File: src/design/frtic_pkg.sv
// Package: operation codes and clip-bound register indices for the round and clamp pipeline.
package frtic_pkg;
    typedef enum logic [2:0] {
        OP_FLOOR = 3'd0,
        OP_CEIL  = 3'd1,
        OP_ROUND = 3'd2,
        OP_TRUNC = 3'd3,
        OP_CLIP  = 3'd4
    } t_op;

    typedef enum logic [0:0] {
        REG_CLIP_LOW  = 1'b0,
        REG_CLIP_HIGH = 1'b1
    } t_reg;
endpackage

File: src/design/fp_round_to_integral_and_clamp.sv
// Round-to-integral and clamp pipeline for binary32/binary64 values.
// Three register stages, one word per cycle while o_stall is low: stage 1
// decodes and builds the fraction mask and order keys, stage 2 does the
// increment and the key compares, stage 3 selects and holds the result. A
// stall freezes all stages at once, so nothing is lost or repeated.
module fp_round_to_integral_and_clamp (
    input  logic        i_clk,
    input  logic        i_rst_n,
    input  logic        i_valid,
    output logic        o_stall,
    input  logic [2:0]  i_operation,
    input  logic        i_is_double,
    input  logic [63:0] i_value,
    input  logic        i_cfg_valid,
    output logic        o_cfg_ready,
    input  logic        i_cfg_index,
    input  logic [63:0] i_cfg_data,
    output logic        o_valid,
    input  logic        i_stall,
    output logic [63:0] o_result
);
    import frtic_pkg::*;

    logic [63:0] r_lo, r_hi;
    logic        adv;
    logic        r_v1, r_v2, r_v3;

    assign o_cfg_ready = 1'b1;
    assign adv     = !(r_v3 && i_stall);
    assign o_stall = !adv;
    assign o_valid = r_v3;

    always_ff @(posedge i_clk) begin
        if (!i_rst_n) begin
            r_lo <= '0;
            r_hi <= '0;
        end else if (i_cfg_valid) begin
            if (i_cfg_index == REG_CLIP_LOW) r_lo <= i_cfg_data;
            else r_hi <= i_cfg_data;
        end
    end

    // stage 1 decode
    logic [63:0] s_all, s_sgnm, s_x, s_l, s_h, s_mask, s_one;
    logic        s_neg, s_einf, s_zero, s_big, s_small, s_half, s_xn, s_ln, s_hn;
    logic [10:0] s_e;
    logic [63:0] s_qb;
    logic [11:0] s_fb;

    always_comb begin
        s_all  = i_is_double ? 64'hFFFF_FFFF_FFFF_FFFF : 64'h0000_0000_FFFF_FFFF;
        s_sgnm = i_is_double ? 64'h8000_0000_0000_0000 : 64'h0000_0000_8000_0000;
        s_qb   = i_is_double ? 64'h0008_0000_0000_0000 : 64'h0000_0000_0040_0000;
        s_one  = i_is_double ? 64'h3FF0_0000_0000_0000 : 64'h0000_0000_3F80_0000;
        s_x = i_value & s_all;
        s_l = r_lo & s_all;
        s_h = r_hi & s_all;
        s_e = i_is_double ? s_x[62:52] : {3'b000, s_x[30:23]};
        s_neg = (s_x & s_sgnm) != 64'd0;
        s_einf = i_is_double ? (s_e == 11'h7FF) : (s_e == 11'h0FF);
        s_zero = (s_x & ~s_sgnm) == 64'd0;
        s_big  = i_is_double ? (s_e >= 11'd1075) : (s_e >= 11'd150);
        s_small = i_is_double ? (s_e < 11'd1023) : (s_e < 11'd127);
        s_half  = i_is_double ? (s_e == 11'd1022) : (s_e == 11'd126);
        s_fb = i_is_double ? (12'd1075 - {1'b0, s_e}) : (12'd150 - {1'b0, s_e});
        s_mask = (64'd1 << s_fb[5:0]) - 64'd1;
        s_xn = i_is_double ? (s_x[62:52] == 11'h7FF && s_x[51:0] != 52'd0)
                           : (s_x[30:23] == 8'hFF && s_x[22:0] != 23'd0);
        s_ln = i_is_double ? (s_l[62:52] == 11'h7FF && s_l[51:0] != 52'd0)
                           : (s_l[30:23] == 8'hFF && s_l[22:0] != 23'd0);
        s_hn = i_is_double ? (s_h[62:52] == 11'h7FF && s_h[51:0] != 52'd0)
                           : (s_h[30:23] == 8'hFF && s_h[22:0] != 23'd0);
    end

    function automatic logic [63:0] f_key(input logic [63:0] b, input logic [63:0] sm);
        logic [63:0] mag;
        mag = b & ~sm;
        return ((b & sm) != 64'd0) ? (64'h8000_0000_0000_0000 - mag)
                                   : (64'h8000_0000_0000_0000 + mag);
    endfunction

    logic [2:0]  r1_op;
    logic [63:0] r1_all, r1_sgnm, r1_x, r1_l, r1_h, r1_mask, r1_one, r1_qb, r1_kx, r1_kl, r1_kh;
    logic        r1_neg, r1_einf, r1_zero, r1_big, r1_small, r1_half, r1_xn, r1_ln, r1_hn;

    always_ff @(posedge i_clk) begin
        if (!i_rst_n) r_v1 <= 1'b0;
        else if (adv) r_v1 <= i_valid;
        if (adv) begin
            r1_op <= i_operation; r1_all <= s_all; r1_sgnm <= s_sgnm; r1_x <= s_x;
            r1_l <= s_l; r1_h <= s_h; r1_mask <= s_mask; r1_one <= s_one; r1_qb <= s_qb;
            r1_kx <= f_key(s_x, s_sgnm); r1_kl <= f_key(s_l, s_sgnm);
            r1_kh <= f_key(s_h, s_sgnm);
            r1_neg <= s_neg; r1_einf <= s_einf; r1_zero <= s_zero; r1_big <= s_big;
            r1_small <= s_small; r1_half <= s_half; r1_xn <= s_xn; r1_ln <= s_ln;
            r1_hn <= s_hn;
        end
    end

    // stage 2 round candidate and compares
    logic [63:0] n2_rnd, s_base, s_up, s_sg;
    always_comb begin
        s_base = r1_x & ~r1_mask;
        s_up   = s_base + r1_mask + 64'd1;
        s_sg   = r1_x & r1_sgnm;
        if (r1_einf) n2_rnd = r1_xn ? (r1_x | r1_qb) : r1_x;
        else if (r1_zero || r1_big) n2_rnd = r1_x;
        else if (r1_small) begin
            case (r1_op)
                OP_FLOOR: n2_rnd = r1_neg ? (s_sg | r1_one) : 64'd0;
                OP_CEIL:  n2_rnd = r1_neg ? s_sg : r1_one;
                OP_ROUND: n2_rnd = r1_half ? (s_sg | r1_one) : s_sg;
                default:  n2_rnd = s_sg;
            endcase
        end else if ((r1_x & r1_mask) == 64'd0) n2_rnd = r1_x;
        else begin
            case (r1_op)
                OP_FLOOR: n2_rnd = r1_neg ? s_up : s_base;
                OP_CEIL:  n2_rnd = r1_neg ? s_base : s_up;
                OP_ROUND: n2_rnd = (r1_x + ((r1_mask >> 1) + 64'd1)) & ~r1_mask;
                default:  n2_rnd = s_base;
            endcase
        end
    end

    logic [2:0]  r2_op;
    logic [63:0] r2_rnd, r2_x, r2_l, r2_h, r2_qb, r2_all;
    logic        r2_xn, r2_ln, r2_hn, r2_gtl, r2_lth, r2_geh, r2_lel;

    always_ff @(posedge i_clk) begin
        if (!i_rst_n) r_v2 <= 1'b0;
        else if (adv) r_v2 <= r_v1;
        if (adv) begin
            r2_op <= r1_op; r2_rnd <= n2_rnd; r2_x <= r1_x; r2_l <= r1_l; r2_h <= r1_h;
            r2_qb <= r1_qb; r2_all <= r1_all;
            r2_xn <= r1_xn; r2_ln <= r1_ln; r2_hn <= r1_hn;
            r2_gtl <= r1_kx > r1_kl; r2_lth <= r1_kx < r1_kh;
            r2_geh <= r1_kx >= r1_kh; r2_lel <= r1_kx <= r1_kl;
        end
    end

    // stage 3 select
    logic [63:0] n3_res, s_clip;
    always_comb begin
        if (r2_xn) s_clip = r2_x | r2_qb;
        else if (!r2_ln && !r2_hn && r2_gtl && r2_lth) s_clip = r2_x;
        else if (!r2_hn && r2_geh) s_clip = r2_h;
        else if (!r2_ln && r2_lel) s_clip = r2_l;
        else if (r2_ln) s_clip = r2_l | r2_qb;
        else s_clip = r2_h | r2_qb;
        case (r2_op) inside
            OP_FLOOR, OP_CEIL, OP_ROUND, OP_TRUNC: n3_res = r2_rnd;
            OP_CLIP: n3_res = s_clip;
            default: n3_res = r2_x;
        endcase
        n3_res = n3_res & r2_all;
    end

    logic [63:0] r3_res;
    always_ff @(posedge i_clk) begin
        if (!i_rst_n) r_v3 <= 1'b0;
        else if (adv) r_v3 <= r_v2;
        if (adv) r3_res <= n3_res;
    end
    assign o_result = r3_res;

    a_hold: assert property (@(posedge i_clk) disable iff (!i_rst_n)
        (r_v3 && i_stall) |=> (r_v3 && $stable(r3_res))) else $error("held word changed");
    a_flow: assert property (@(posedge i_clk) disable iff (!i_rst_n)
        (adv && r_v2) |=> r_v3) else $error("word lost in pipe");
    a_stall: assert property (@(posedge i_clk) disable iff (!i_rst_n)
        o_stall |-> (r_v3 && i_stall)) else $error("spurious stall");
endmodule
File: config.mk
export PLATFORM = sky130hd
export DESIGN_NAME = fp_round_to_integral_and_clamp
export DESIGN_NICKNAME = d
export VERILOG_FILES = /design/src/design/frtic_pkg.sv /design/src/design/fp_round_to_integral_and_clamp.sv
export SDC_FILE = /design/constraint.sdc
export NUM_CORES = 2
export LEC_CHECK = 0
export BUFFER_PORTS_ARGS = -buffer_cell sky130_fd_sc_hd__buf_4
export CORE_AREA = 2 2 262 393
export CTS_BUF_LIST = sky130_fd_sc_hd__clkbuf_8 sky130_fd_sc_hd__clkbuf_16
export CTS_CLUSTER_SIZE = 12
export DETAILED_ROUTE_END_ITERATION = 10
export DIE_AREA = 0 0 264 395
export PLACE_DENSITY = 0.62
export SYNTH_ARGS = -nofsm -noshare
export SYNTH_HDL_FRONTEND = slang
export SYNTH_SLANG_ARGS = --single-unit
File: constraint.sdc
create_clock -name i_clk -period 39.4 [get_ports i_clk]
set_input_delay 3.94 -clock i_clk [delete_from_list [all_inputs] [get_ports i_clk]]
set_output_delay 3.94 -clock i_clk [all_outputs]
set_load 0.03 [all_outputs]
==> metrics.txt <==
headroom to the max-slew limit=0.193; largest net degree at the start of global routing=190; multiplexer share of the synthesized area=0.0307; fill count=approximately 9000; IO Pins=approximately 200; largest family of logic cells by synthesized area=compound AO/OA/AOI/OAI gates; CTS tree=built; Pins Over Slew Limit=0; critical path's top delay family=simple AND/OR/NAND/NOR gates; DR pass1 iterations=6; PortBufs=203; Final Cycle Share=0.227; Period minus WS final=8.95 ns; FF+latch area=about 26000 µm²; critical path, cell by cell=buf_4 -> nand2_4 -> inv_1 -> buf_4; most frequent cells in the layout=791 x edfxtp_1, 639 x nand2_1, 313 x nor2_1; Synth-to-Final Area Change=11.2%; non-filler cells, final=between 6000 and 7000; Cell Area, Synth=50000 µm²; Netlist cell types=110; initial antenna violation count=11; HPWL after DPL=130 mm; Max FO, Critical Path=59; Syn Inst Count=roughly 4800; post-route setup slack=around 30 ns; core area=101000 µm²; largest area contributor in the netlist=edfxtp_1; ys flop type=edfxtp_1; Post-Synth Simple-Gate Area=0.150; vias post-DR=38744; area of the multi-input gates=21900 µm²; setup bufs post-CTS=0; Rows=143; vias per cell=between 6 and 7; CP max stage delay=about 0.54 ns; syn_area_per_cell=10.4 µm²; DP Worst Slack=a little over 30 ns; Setup CP Type=in -> out; YS warnings=0; xor and xnor area share after synthesis=0.0431; area of the die=between 100000 and 150000 µm²; first-pass GRT wire length=250 mm; top cell type's share of synthesized area=0.475; top cells by area, synth=edfxtp_1 48%, dfxtp_1 5.2%, ha_1 5.1%, nand2_1 4.8%, o21ai_0 3.0%; Placed Cells=6121; Async S/R FF share, synth=0; number of flops mapped to enable cells by yosys=791; type of destination of the critical path=primary output; final hold vios=0; Worst Path Arrival=roughly 5 ns; most common cell after layout, fill and taps aside=edfxtp_1; GPL Wtd Cong=1.03; drt initial violations=3740; slowest CP cell=nand2_4; Synth Area in Adders=0.0510; Starting Density=0.495; cts hold-fix bufs=0; Remaining Overflow, GRT=0; VDD IR max=around 44 µV; RSZ-0062 raised after global routing=no; Longest Clk Path Bufs=3; vias in the first global route=between 30000 and 40000; post-synthesis sequential area ratio=0.528; Max-Cap Viols=0; H-tree lvl count=3; layout cells sized above 1=0.102; Fmax=~110 MHz; drt drc=0; DIE WIDTH=264 µm; Total GRT Usage=0.327; Compound-Gate Fraction of Synth Area=0.161; die height=395 µm; outcome=finished, final reports clean; Slew @ Worst Pin=1.21 ns; Tightest Hold Check Type=reg -> reg; CP Data Required Time=about 35 ns; clk sinks=about 900; clock root buffer=clkbuf_16; CP most frequent cell=buf_4; synthesized flop and latch total=922; Skew-Pair Late Insertion Delay=0.70 ns; DRT antenna net count=0; wire per inst=roughly 28 µm; final wirelength=about 170 mm; TNS Setup=0 ns; Pwr Density=49.4 nW/µm²; Clock transition at path regs=0.06 ns; Clock Skew=around 0.029 ns; CTS buffer count=93; Post-CTS Resized=0; leakage=approximately 0.022 µW; syn_nets=5130; WP buf/inv=3; Final setup viols=0; CP Launch Type=input port; nets=5252
final cells by class:
cell class,count,share of cell area
antenna,6,0.000270
sequential,922,0.474
timing repair buffer,260,0.0353
inverter,231,0.0157
tap,1305,0.0294
clock inverter,64,0.00693
multi-input combinational,3403,0.394
clock buffer,99,0.0437
kinds of logic after synthesis:
kind of cell | Yosys count
fa+ha+maj | 203
buf+inv | 464
flops | 922
mux | 149
simple gates | 1563
other cells | 2
compound gates | 1240
xor+xnor | 246
per-layer routing:
metal / track usage / vias up / share of wire
met4: 0.196 / 6 / 0.067
li1: - / 17857 / -
met3: 0.0436 / 469 / 0.061
met5: 0 / - / 0.00023
met1: 0.414 / 18775 / 0.40
met2: 0.536 / 1637 / 0.47
registers in the layout (all words and copies together) (netlist names), 64 cells and up:
signal	count
r2_rnd	64
o_result	64
r2_l	64
r2_h	64
r1_h	64
r2_x	64
r1_x	64
r_hi	64
r_lo	64
r1_l	64
r1_mask	64
per-stage QoR:
stage	util	total power, µW	cell area (µm²)	hold slack, ns
after floorplan	-	1670	50000	0.400
after global placement	0.523	1910	52800	0.400
after detailed placement	0.523	1910	52800	0.405
after CTS	0.551	2740	55600	0.397
after global routing	0.551	2850	55600	0.414
final	0.551	2750	55600	0.405
Yosys cell counts (all sizes together), types with 45 or more instances:
cell type / instances
nand4: 64
a21o: 89
a21oi: 269
inv: 230
xor2: 95
xnor2: 151
o21ai: 318
clkbuf: 194
nand3: 84
ha: 202
dfxtp: 131
and2: 65
o31ai: 45
nor3: 95
nor4: 55
o22ai: 56
edfxtp: 791
mux2i: 113
a21boi: 138
nand2: 644
nor2b: 64
nor2: 320
power breakdown:
| part | leakage (µW) | internal, µW | switching, µW | total [µW] |
|---|---|---|---|---|
| sequential | 0.0101 | 1170 | 102 | 1270 |
| clock | 0.00153 | 456 | 381 | 837 |
| combinational | 0.0108 | 228 | 412 | 639 |
| total | 0.0224 | 1850 | 894 | 2750 |
path summary, 6_finish.rpt:
kind / end / slack (ns) / cells past startpoint / start
min: r2_h[56] / 0.41 / 0 / r1_h[56]
min reg2reg: r2_h[56] / 0.41 / 0 / r1_h[56]
max reg2reg: r2_rnd[53] / 33.83 / 11 / r1_x[16]
max: o_stall / 30.45 / 4 / i_stall
No activity file was read; power rests on OpenSTA's default activity.
